==> config.mk <==
export PLATFORM = sky130hd
export DESIGN_NAME = wf_col_cell
export DESIGN_NICKNAME = d
export VERILOG_FILES = /design/src/sv/wf_pkg.sv /design/src/sv/wf_col_cell.sv
export SDC_FILE = /design/constraint.sdc
export NUM_CORES = 1
export LEC_CHECK = 0
export BUFFER_PORTS_ARGS = -buffer_cell sky130_fd_sc_hd__buf_2
export CORE_MARGIN = 8
export CORE_UTILIZATION = 45
export DETAILED_ROUTE_END_ITERATION = 7
export HOLD_SLACK_MARGIN = 0.06
export PLACE_DENSITY = 0.78
export SETUP_SLACK_MARGIN = 0.4
export SYNTH_ARGS = -nofsm -noshare
export SYNTH_HDL_FRONTEND = slang
export SYNTH_SLANG_ARGS = --single-unit
==> constraint.sdc <==
create_clock -name clk_i -period 0.9 [get_ports clk_i]
set_clock_uncertainty 0.1 [all_clocks]
set_input_delay 0 -clock clk_i [delete_from_list [all_inputs] [get_ports clk_i]]
set_output_delay 0 -clock clk_i [all_outputs]
set_load 0.02 [all_outputs]
==> src/sv/wf_pkg.sv <==
// Package for the 3x3 window filter: payload types, register indexes, mode codes.
package wf_pkg;

  localparam int unsigned MaxWidthDefault = 1024;

  // Register indexes on the configuration port
  localparam logic [1:0] RegWidth  = 2'd0;
  localparam logic [1:0] RegHeight = 2'd1;
  localparam logic [1:0] RegMode   = 2'd2;

  // Filter modes
  localparam logic [2:0] ModeBox      = 3'd0;
  localparam logic [2:0] ModeWeighted = 3'd1;
  localparam logic [2:0] ModeMedian   = 3'd2;
  localparam logic [2:0] ModeCross    = 3'd3;
  localparam logic [2:0] ModeFull     = 3'd4;

  // floor(x/9) = (x*Recip9) >> Recip9Shift for x up to 2295
  localparam logic [11:0] Recip9      = 12'd3641;
  localparam int unsigned Recip9Shift = 15;

  typedef logic [23:0] pix_t;        // {red, green, blue}
  typedef pix_t [2:0] column_t;      // index 0 is the top row

  typedef struct packed {
    logic       start_of_frame;
    logic [7:0] blue_in;
    logic [7:0] green_in;
    logic [7:0] red_in;
  } in_t;

  typedef struct packed {
    logic [7:0]  blue_out;
    logic [7:0]  green_out;
    logic [7:0]  red_out;
    logic [9:0]  out_col;
    logic [11:0] out_row;
  } out_t;

endpackage

==> src/sv/wf_col_cell.sv <==
// One column cell of the 3x3 window: holds three pixels, passes them left.
module wf_col_cell (
  input  logic            clk_i,
  input  logic            rst_ni,
  input  logic            en_i,
  input  wf_pkg::column_t col_i,
  output wf_pkg::column_t col_o
);
  import wf_pkg::*;

  column_t col_q;

  // take the neighbor's column on every pixel shift
  always_ff @(posedge clk_i or negedge rst_ni) begin
    if (!rst_ni) begin
      col_q <= '0;
    end else if (en_i) begin
      col_q <= col_i;
    end
  end

  assign col_o = col_q;

endmodule

==> metrics.md <==
| Metric | Value |
|---|---|
| Initial core utilization | 0.4556 |
| Clock Sinks | 72 |
| Worst hold path type | in -> async |
| Slew headroom | 0.7530 |
| TritonCTS Buffers | 9 |
| Lkg Pwr | 2.263 nW |
| Commonest non-fill, non-tap cells in the layout | buf_2 (73), buf_6 (73), dfrtp_2 (72) |
| Cells on worst reg2reg path | 2 |
| Fin crit share | 1.193 |
| First DRT Iteration DRCs | 48 |
| Area Overhead vs Synth | 51.72% |
| Vias per inst | 4.683 |
| Final Critical Period | 1.073 ns |
| Clock Latency Late Sink | 0.33 ns |
| Fmax | 0.9316 GHz |
| Clock buffer depth | 2 |
| GRT overflow | 0 |
| Design Area, Final | 4592 um^2 |
| First-pass GRT wire length | 12.28 mm |
| Failing checks | negative hold slack, negative setup slack |
| Post-Synthesis Cells | 152 |
| Total wire length | 7.693 mm |
| Pre-antenna DRT Iters | 4 |
| Die area | 9606 um^2 |
| Initial antenna violation count | 0 |
| Final setup violation count | 90 |
| Max cap viols | 0 |
| Final count of hold timing violations | 144 |
| # port buffers | 146 |
| Share of cells above drive strength 1 | 0.9969 |
| PwrDens | 1904 nW/um^2 |
| Crit Path Category | reg -> out |
| Nets | 388 |
| Syn Nets | 227 |
| Netlist cell types | 5 |
| Yosys warnings | 0 |
| Final antenna-violating net count | 0 |
| Worst-margin pin slew | 0.3705 ns |
| Sequential cell area fraction in the yosys report | 0.5953 |
| Dpl hpwl | 5.365 mm |
| Cell Rows | 30 |
| FF-to-FF Start | col_o[53]$_DFFE_PN0P_ |
| Max reg flops | 72 |
| Grt peak-use layer | met2 |
| WL per Instance | 19.33 um |
| Grt met1 use | 0.1859 |
| Crit start category | flop |
| Hold WS | -0.4219 ns |
| H-tree Lvls | 3 |
| WP data required | 0.80 ns |
| RePlAce Congestion | 0.7427 |
| Chip Height | 98.01 um |
| Flop and latch count out of synthesis | 72 |
| Final setup margin | -0.1734 ns |
| I/O Pins | 147 |
| CTS tree | yes |
| Max FO, Critical Path | 2 |
| Vias in the first global route | 2224 |
| Largest net degree at the start of global routing | 73 |
| Reg-to-Reg End | col_o[53]$_DFFE_PN0P_ |
| GRT met3 Usage | 0.07183 |
| Worst vdd ir | 1.011 mV |
| Die width | 98.01 um |
| Met2 Usage GRT | 0.2608 |
| Register-to-register setup slack | -0.11 ns |
| Outcome | finished, violations left |
| Via count | 1864 |
| Kind of end point of the critical path | output port |
| Clock transition at path regs | 0.08 ns |
| Final Slew Violations | 0 |
| Mean post-synth cell area | 19.91 um^2 |
| GRT Total Usage | 0.1617 |
| # DRC | 0 |
| Mapped Area | 3027 um^2 |
| RSZ-0062 raised after global routing | true |
| Crit path DAT | 0.97 ns |
| Root Buffer Master | clkbuf_8 |
| ANT cells | 0 |
| Core Region | 6644 um^2 |
| Area after DPL | 3919 um^2 |
-- metal layers --
metal  up-vias  routed length (um)
met2        95                3799
met5         -                   0
met3         4                 679
met1       913                3162
met4         0                  52
li1        852                   -
-- worst max-delay path, cell delays in order, from the launching register on --
cell and delay [ns]:
dfrtp_2 0.41, buf_6 0.12, buf_6 0.12
-- area by class of cell --
cell class | count | area, um^2
well taps | 80 | 100.1
fillers | 452 | 2052
clock buffers | 10 | 127.6
repair buffers | 158 | 1315
flip-flops and latches | 72 | 1892
clock inverters | 6 | 83.83
multi-input cells | 72 | 1074
-- worst max path at each step --
stage                               start                    end  slack, ns  depth (start not counted)
finish              col_o[53]$_DFFE_PN0P_              col_o[53]      -0.17                          2
global route        col_o[53]$_DFFE_PN0P_              col_o[53]      -0.21                          2
CTS                 col_o[53]$_DFFE_PN0P_              col_o[53]      -0.19                          2
detailed placement                   en_i   col_o[8]$_DFFE_PN0P_      -0.06                          3
global placement                     en_i  col_o[65]$_DFFE_PN0P_      -0.04                          3
floorplan            col_o[0]$_DFFE_PN0P_   col_o[0]$_DFFE_PN0P_      -0.02                          1
-- metrics by stage --
step	util	setup TNS, ns	setup slack (ns)	std cells	power [W]
finish	0.6911	-6.098	-0.1734	398	0.008744
floorplan	-	-1.583	-0.02224	152	0.004931
detailed placement	0.5898	-2.624	-0.06351	381	0.005592
global placement	0.5898	-1.482	-0.03941	381	0.005553
CTS	0.6911	-7.372	-0.1921	398	0.008786
global route	0.6911	-9.255	-0.2127	398	0.009076
-- synth_stat cells, drive strengths merged --
library cell  instances  area, um^2
dfrtp                72        1802
buf                   8       151.4
mux2                 72        1074
-- what timing repair did --
| action | 4_1_cts | 5_1_grt |
|---|---|---|
| endpoints found under the setup margin | 144 | 144 |
| setup buffers | 1 | 0 |
| gates resized for setup | 145 | 0 |
| pin swaps | 0 | 0 |
| hold endpoints to repair | 144 | 144 |
| gates cloned | 0 | 0 |
-- cells by family after synthesis --
| family | Yosys count | synth area share |
|---|---|---|
| flip-flops | 72 | 0.5953 |
| buffers and inverters | 8 | 0.05002 |
| multiplexers | 72 | 0.3547 |
-- power by group --
group / switching [W] / internal, W / total, W
Clock: 0.00117 / 0.00155 / 0.00273
Combinational: 0.000886 / 0.00125 / 0.00213
Sequential: 0.000266 / 0.00362 / 0.00389
Power figures use the tool's default switching activity.
