**config.mk**
```make
export PLATFORM = sky130hd
export DESIGN_NAME = wf_filter
export DESIGN_NICKNAME = d
export VERILOG_FILES = /design/src/sv/wf_pkg.sv /design/src/sv/wf_filter.sv
export SDC_FILE = /design/constraint.sdc
export NUM_CORES = 1
export LEC_CHECK = 0
export ABC_AREA = 0
export BUFFER_PORTS_ARGS = -buffer_cell sky130_fd_sc_hd__clkbuf_2
export CORE_MARGIN = 10
export CORE_UTILIZATION = 59
export CTS_BUF_LIST = sky130_fd_sc_hd__clkbuf_16
export DETAILED_ROUTE_END_ITERATION = 8
export GPL_ROUTABILITY_DRIVEN = 1
export PLACE_DENSITY = 0.77
export SLEW_MARGIN = 10
export SYNTH_ARGS = -nofsm -noshare
export SYNTH_HDL_FRONTEND = slang
export SYNTH_SLANG_ARGS = --single-unit
```
**constraint.sdc**
```tcl
create_clock -name clk_i -period 14.18 [get_ports clk_i]
set_input_delay 2.836 -clock clk_i [delete_from_list [all_inputs] [get_ports clk_i]]
set_output_delay 2.836 -clock clk_i [all_outputs]
set_load 0.02 [all_outputs]
```
**src/sv/wf_pkg.sv**
```systemverilog
// Package for the 3x3 window filter: payload types, register indexes, mode codes.
package wf_pkg;

  localparam int unsigned MaxWidthDefault = 1024;

  // Register indexes on the configuration port
  localparam logic [1:0] RegWidth  = 2'd0;
  localparam logic [1:0] RegHeight = 2'd1;
  localparam logic [1:0] RegMode   = 2'd2;

  // Filter modes
  localparam logic [2:0] ModeBox      = 3'd0;
  localparam logic [2:0] ModeWeighted = 3'd1;
  localparam logic [2:0] ModeMedian   = 3'd2;
  localparam logic [2:0] ModeCross    = 3'd3;
  localparam logic [2:0] ModeFull     = 3'd4;

  // floor(x/9) = (x*Recip9) >> Recip9Shift for x up to 2295
  localparam logic [11:0] Recip9      = 12'd3641;
  localparam int unsigned Recip9Shift = 15;

  typedef logic [23:0] pix_t;        // {red, green, blue}
  typedef pix_t [2:0] column_t;      // index 0 is the top row

  typedef struct packed {
    logic       start_of_frame;
    logic [7:0] blue_in;
    logic [7:0] green_in;
    logic [7:0] red_in;
  } in_t;

  typedef struct packed {
    logic [7:0]  blue_out;
    logic [7:0]  green_out;
    logic [7:0]  red_out;
    logic [9:0]  out_col;
    logic [11:0] out_row;
  } out_t;

endpackage

```
**src/sv/wf_filter.sv**
```systemverilog
// Two-stage filter datapath for one 8-bit channel of the 3x3 window.
module wf_filter (
  input  logic       clk_i,
  input  logic       en_i,
  input  logic [2:0] mode_i,
  input  logic [7:0] p_i [9],
  output logic [7:0] res_o
);
  import wf_pkg::*;

  function automatic logic [7:0] max2(input logic [7:0] a, input logic [7:0] b);
    return (a > b) ? a : b;
  endfunction

  function automatic logic [7:0] min2(input logic [7:0] a, input logic [7:0] b);
    return (a < b) ? a : b;
  endfunction

  function automatic logic [7:0] med3(input logic [7:0] a, input logic [7:0] b,
                                      input logic [7:0] c);
    return max2(min2(a, b), min2(max2(a, b), c));
  endfunction

  // stage A: sums and per-row sort
  logic [9:0]         edge_s, corner_s;
  logic [7:0]         lo_d [3], md_d [3], hi_d [3];
  logic [7:0]         lo_q [3], md_q [3], hi_q [3];
  logic [11:0]        box_q, wsum_q;
  logic signed [11:0] cross_q;
  logic signed [12:0] full_q;
  logic [7:0]         mid_q;

  assign edge_s   = 10'(p_i[1]) + 10'(p_i[3]) + 10'(p_i[5]) + 10'(p_i[7]);
  assign corner_s = 10'(p_i[0]) + 10'(p_i[2]) + 10'(p_i[6]) + 10'(p_i[8]);

  always_comb begin
    for (int r = 0; r < 3; r++) begin
      lo_d[r] = min2(min2(p_i[3*r], p_i[3*r+1]), p_i[3*r+2]);
      hi_d[r] = max2(max2(p_i[3*r], p_i[3*r+1]), p_i[3*r+2]);
      md_d[r] = med3(p_i[3*r], p_i[3*r+1], p_i[3*r+2]);
    end
  end

  always_ff @(posedge clk_i) begin
    if (en_i) begin
      box_q   <= 12'(corner_s) + 12'(edge_s) + 12'(p_i[4]);
      wsum_q  <= 12'(corner_s) + {1'b0, edge_s, 1'b0} + {2'b0, p_i[4], 2'b0};
      cross_q <= $signed(12'(p_i[4]) * 12'd5) - $signed({2'b0, edge_s});
      full_q  <= $signed(13'(p_i[4]) * 13'd9) - $signed({3'b0, edge_s})
                 - $signed({3'b0, corner_s});
      mid_q   <= p_i[4];
      lo_q    <= lo_d;
      md_q    <= md_d;
      hi_q    <= hi_d;
    end
  end

  // stage B: divide by nine, median merge, clamp, mode select
  logic [23:0] prod;
  logic [7:0]  med, cross_c, full_c, res_d;

  assign prod = 24'(box_q) * 24'(Recip9);
  assign med  = med3(max2(max2(lo_q[0], lo_q[1]), lo_q[2]),
                     med3(md_q[0], md_q[1], md_q[2]),
                     min2(min2(hi_q[0], hi_q[1]), hi_q[2]));
  assign cross_c = cross_q[11] ? 8'd0 : ((cross_q > 12'sd255) ? 8'd255 : cross_q[7:0]);
  assign full_c  = full_q[12] ? 8'd0 : ((full_q > 13'sd255) ? 8'd255 : full_q[7:0]);

  always_comb begin
    case (mode_i)
      ModeBox:      res_d = prod[Recip9Shift +: 8];
      ModeWeighted: res_d = wsum_q[11:4];
      ModeMedian:   res_d = med;
      ModeCross:    res_d = cross_c;
      ModeFull:     res_d = full_c;
      default:      res_d = mid_q;
    endcase
  end

  always_ff @(posedge clk_i) begin
    if (en_i) begin
      res_o <= res_d;
    end
  end

endmodule

```
==> results.cfg, run 1 <==
[floorplanning]
rows = 62
start_util = 0.601
io_pins = 85
die_h_um = 191
core_region_area_um2 = 28900
die_w_um = 191
fp.dieArea_um2 = 36600

[setup_path]
crit_path_end_kind = register
start_kind = register
cpPeakStageDelay_ns = 0.50
worst-path-max-fanout = 14
cp_common_cell = a21o_1
critical_path_class = register to register
rrSetupSlack_ns = 1.58
critPathSlowestCell = a31oi_4
worstPathRequired_ns = 14.36
arrival_ns = 12.78

[clock_network]
clock_sinks = 132
tritoncts = yes
clk_latency_ns = 0.43
clk_pin_slew_worst_paths_ns = 0.06
cts_root_buf = clkbuf_16
hold_buffers = 0
clk_path_buf_depth = 2
post_cts_buffers = 0
cts_repair_resize_count = 0
cts_max_level = 4
cts_inserted_buffers = 17

[grt]
antenna_found_initial = 0
track_usage = 0.256
grt_max_degree = 73
grt-ovfl-total = 0
grt_pass1_vias = 14000
grt_first_pass_wirelength_um = 74000

[placement]
port_buffers = 84
pre_cts_ws_ns = 1.83
dp_hpwl_um = 39000
gp_congestion = 0.948

[sta]
slew_headroom = 0.323
max_clock_freq_ghz = 0.0794
worst_pin_slew_ns = 1.01
fin_skew_ns = 0.00943
finalCriticalPeriod_ns = 12.60
setup_viol = 0
finalWorstSetupSlack_ns = 1.58
finalCritPeriodShare = 0.888
grt_setup_unrepaired = no
tns_ns = 0
drv_slew = 0
hold_viol = 0

[synthesis]
synthArstFlopShare = 0
synth_cell_type_count = 75
syn-instance-count = 1828
synth-seq-cells = 132
synth.area.top_cells = ha_1 23%, edfxtp_1 23%, fa_1 12%
synth_edf_count = 132
synth_area_um2 = 17300
yosysWarnings = 0
synthTopCellsByCount = 318 x ha_1, 307 x inv_1, 159 x o21ai_0
yosysTopAreaCell = ha_1
syn_area_per_cell_um2 = 9.48
synth_nets = 2326
synth_top_area_share = 0.230
ys_seq_area_frac = 0.229
synth_ff_type = edfxtp_1
synth.most_common_cell = ha_1

[final_layout]
diodes = 0
areaGrowthSynthToFinish_pct = 7.71
drive_above_1_share = 0.105
layout.nets = 2404

[detailed_routing]
drt-total-wl_um = 45900
drtAntennaViolNets = 0
drt_iter0_markers = 1148
viasPerCell = 5.92
vias = 13600
drc = 0
dr.pass1.iters = 5
routedWlPerCell_um = 19.9

[flow_run]
maxCapViolations = 0

[outcome]
status = complete, no violations

[worst_hold_path]
min_path_type = register to register
## registers in the layout, summed over array words and instances (netlist names)
name     cells
mid_q        8
lo_q        24
md_q        24
full_q      12
res_o        8
hi_q        24
cross_q     12
box_q       12
wsum_q       8
## cell usage in the layout (no fill, tap or decap), types with 3 or more instances in the layout
| master | Yosys | final |
|---|---|---|
| a211o_1 | 4 | 4 |
| a211oi_1 | 5 | 5 |
| a21o_1 | 55 | 55 |
| a21oi_1 | 124 | 124 |
| a31o_1 | 3 | 3 |
| a31oi_1 | 11 | 11 |
| and2_1 | 3 | 3 |
| and3_1 | 13 | 13 |
| buf_4 | 0 | 4 |
| clkbuf_16 | 0 | 17 |
| clkbuf_2 | 0 | 83 |
| clkinv_1 | 0 | 3 |
| clkinv_2 | 0 | 5 |
| clkinvlp_4 | 0 | 3 |
| edfxtp_1 | 132 | 132 |
| fa_1 | 103 | 103 |
| ha_1 | 318 | 318 |
| inv_1 | 307 | 307 |
| mux2_2 | 54 | 54 |
| mux2i_1 | 58 | 58 |
| nand2_1 | 109 | 109 |
| nand2b_1 | 15 | 15 |
| nand3_1 | 25 | 25 |
| nand3b_1 | 4 | 4 |
| nand4_1 | 22 | 22 |
| nor2_1 | 59 | 59 |
| nor2b_1 | 18 | 18 |
| nor3_1 | 23 | 23 |
| o211a_1 | 3 | 3 |
| o211ai_1 | 6 | 6 |
| o21a_1 | 28 | 28 |
| o21ai_0 | 159 | 159 |
| o21ai_1 | 9 | 9 |
| o21bai_1 | 24 | 24 |
| o31ai_1 | 5 | 5 |
| or2_2 | 3 | 3 |
| or3_1 | 3 | 3 |
| xnor2_1 | 38 | 38 |
| xor2_1 | 12 | 12 |
## final timing paths
check,startpoint,to,cells past startpoint
worst max-delay path,md_q[21],res_o[1],53
worst min-delay path,mid_q[5],res_o[5],2
worst max register to register,md_q[21],res_o[1],53
worst min register to register,mid_q[5],res_o[5],2
## logic make-up after synthesis
family,Yosys count,share of synthesized area
xor gates and xnor gates,50,0.0253
muxes,113,0.0694
adders and majority gates,422,0.349
buffers and inverters,335,0.0740
AOI/OAI and AO/OA,466,0.167
DFF,132,0.229
and+or+nand+nor,310,0.0863
## metal layers
layer,wire length (um),share of wire,GRT usage,up-vias
met3,2730,0.060,0.0333,61
met5,0,0,0,-
li1,-,-,-,6588
met1,21300,0.46,0.353,6555
met2,20900,0.46,0.414,439
met4,952,0.021,0.0718,0
## metrics by stage
stage / util / hold slack [ns] / instance area (um2) / instances
after floorplan: - / 0.514 / 17300 / 1828
after global placement: 0.628 / 0.600 / 18100 / 2271
after detailed placement: 0.628 / 0.606 / 18100 / 2271
after CTS: 0.647 / 0.619 / 18700 / 2303
after global routing: 0.647 / 0.658 / 18700 / 2303
final: 0.647 / 0.609 / 18700 / 2303
## final cells by class
cell class,count,area (um2)
tap,384,480
fill,2371,10200
multi-input combinational,1361,12100
sequential,132,3960
inverter,307,1150
clock inverter,15,115
clock buffer,17,425
timing repair buffer,87,445
## critical path: cells and delay by family (launching register included)
kind            cells  cell delay, ns
fa+ha+maj           6            1.85
mux                 5            1.60
simple gates       10            1.81
flops               1            0.44
compound gates     32            6.65
Power of run 1 is not shown: default switching activity piles up to over one toggle a cycle in this logic, so the estimate is an artifact.
==> run 2, diff against run 1 <==
--- a/config.mk
+++ b/config.mk
@@ -13,7 +13,7 @@
 export DETAILED_ROUTE_END_ITERATION = 8
 export GPL_ROUTABILITY_DRIVEN = 1
 export PLACE_DENSITY = 0.77
-export SLEW_MARGIN = 10
+export SLEW_MARGIN = 20
 export SYNTH_ARGS = -nofsm -noshare
 export SYNTH_HDL_FRONTEND = slang
 export SYNTH_SLANG_ARGS = --single-unit
==> constraint.sdc (replaced) <==
create_clock -name clk_i -period 12.9 [get_ports clk_i]
set_input_delay 2.58 -clock clk_i [delete_from_list [all_inputs] [get_ports clk_i]]
set_output_delay 2.58 -clock clk_i [all_outputs]
set_load 0.02 [all_outputs]
==> run 2 against run 1 <==
Effect of this change:
- utilization up 0.39 points
- highest routed layer unchanged
- largest cell class unchanged
- worst setup slack worse by 0.55 ns
- maximum frequency up 6.1%
- clock skew about the same
==> results.cfg, run 2 (same netlist as run 1, synthesis figures left out) <==
[setup_path]
critical_path_class = register to register
worstPathRequired_ns = 13.09
arrival_ns = 12.05
cp_common_cell = a21o_1
start_kind = register
cpPeakStageDelay_ns = 0.43
rr_startpoint = md_q[21]
rrSetupSlack_ns = 1.03
worst-path-max-fanout = 14
r2r_end = res_o[1]
crit_path_end_kind = register
critPathSlowestCell = mux2_2
rr_worst_depth = 54

[final_layout]
reg.largest.list = hi_q (24), lo_q (24), md_q (24)
drive_above_1_share = 0.106
diodes = 0
fillers = 2366
final_common_cell = ha_1
areaGrowthSynthToFinish_pct = 8.36
final_cells = 2309
mostFrequentLayoutCells = 318 x ha_1, 311 x inv_1, 159 x o21ai_0
layout.nets = 2410

[sta]
holdWs_ns = 0.642
max_clock_freq_ghz = 0.0842
grt_setup_unrepaired = no
finalCritPeriodShare = 0.920
setup_viol = 0
slew_headroom = 0.319
tns_ns = 0
drv_slew = 0
worst_pin_slew_ns = 1.02
finalCriticalPeriod_ns = 11.87
hold_viol = 0
fin_skew_ns = 0.00985

[detailed_routing]
drt-total-wl_um = 45800
dr.pass1.iters = 6
viasPerCell = 5.94
drt_iter0_markers = 1180
drtAntennaViolNets = 0
routedWlPerCell_um = 19.8
drc = 0
vias = 13700

[clock_network]
clk_latency_ns = 0.43
cts_inserted_buffers = 17
clk_pin_slew_worst_paths_ns = 0.06
tritoncts = yes
cts_max_level = 4
clock_sinks = 132
hold_buffers = 0
cts_root_buf = clkbuf_16
clk_path_buf_depth = 2

[flow_run]
maxCapViolations = 0

[worst_hold_path]
hp-start = mid_q[5]
min_path_type = register to register
hold_end = res_o[5]
whs_path_depth = 2

[grt]
use_met3 = 0.0426
track_usage = 0.255
grt_first_pass_wirelength_um = 73500
grt-ovfl-total = 0
gr-usage-met1 = 0.351
grt_use_met2 = 0.412
antenna_found_initial = 1
top_usage_layer = met2
grt_max_degree = 71
grt_pass1_vias = 13800

[floorplanning]
rows = 62
core_region_area_um2 = 28900
io_pins = 85
start_util = 0.601
fp.dieArea_um2 = 36600
die_w_um = 191
die_h_um = 191

[outcome]
status = complete, no violations

[placement]
place_inst = 2271
dp_hpwl_um = 39100
port_buffers = 84
gp_congestion = 0.955
run 2: cell count changes in the layout (fill, tap and decap cells not counted), sizes merged:
cell      delta
inv          +3
bufinv       +3
buf          +6
clkinv       -3
clkinvlp     -3
run 2: cell type report:
cell class / count / area [um2] / share of cell area
clock buffer: 17 / 425 / 0.0227
clock inverter: 15 / 174 / 0.00926
inverter: 307 / 1150 / 0.0614
multi-input combinational: 1361 / 12100 / 0.644
sequential: 132 / 3960 / 0.211
tap: 384 / 480 / 0.0256
timing repair buffer: 93 / 490 / 0.0261
run 2: repair_timing:
action	in CTS	in global routing
resized for setup	0	2
setup buffers	0	6
setup endpoints to repair	0	6
run 2: worst max path at each step:
| stage | startpoint | endpoint | slack (ns) | cells past startpoint |
|---|---|---|---|---|
| floorplan | md_q[21] | res_o[1] | 1.86 | 57 |
| global placement | md_q[21] | res_o[1] | 0.94 | 53 |
| detailed placement | md_q[21] | res_o[1] | 0.71 | 53 |
| CTS | md_q[21] | res_o[1] | 0.69 | 53 |
| global route | md_q[13] | res_o[1] | 0.18 | 54 |
| finish | md_q[21] | res_o[1] | 1.03 | 54 |
run 2: per-layer routing:
layer | share of wire | wire [um]
met1 | 0.45 | 20800
met2 | 0.46 | 21000
met3 | 0.070 | 3190
met4 | 0.018 | 822
met5 | 0 | 0
run 2: worst max-delay path: cells and delay by family (launching register included):
family | cells | cell delay [ns]
muxes | 5 | 1.57
and+or+nand+nor | 10 | 1.71
adders and majority gates | 6 | 1.83
DFF | 1 | 0.42
AOI/OAI and AO/OA | 33 | 6.11
run 2: stage by stage:
step	util	worst slack, ns	cell area (um2)
global route	0.651	0.176	18800
CTS	0.649	0.694	18700
floorplan	-	1.86	17300
finish	0.651	1.03	18800
global placement	0.628	0.936	18100
detailed placement	0.628	0.714	18100
Power of run 2 is left out for the same reason.
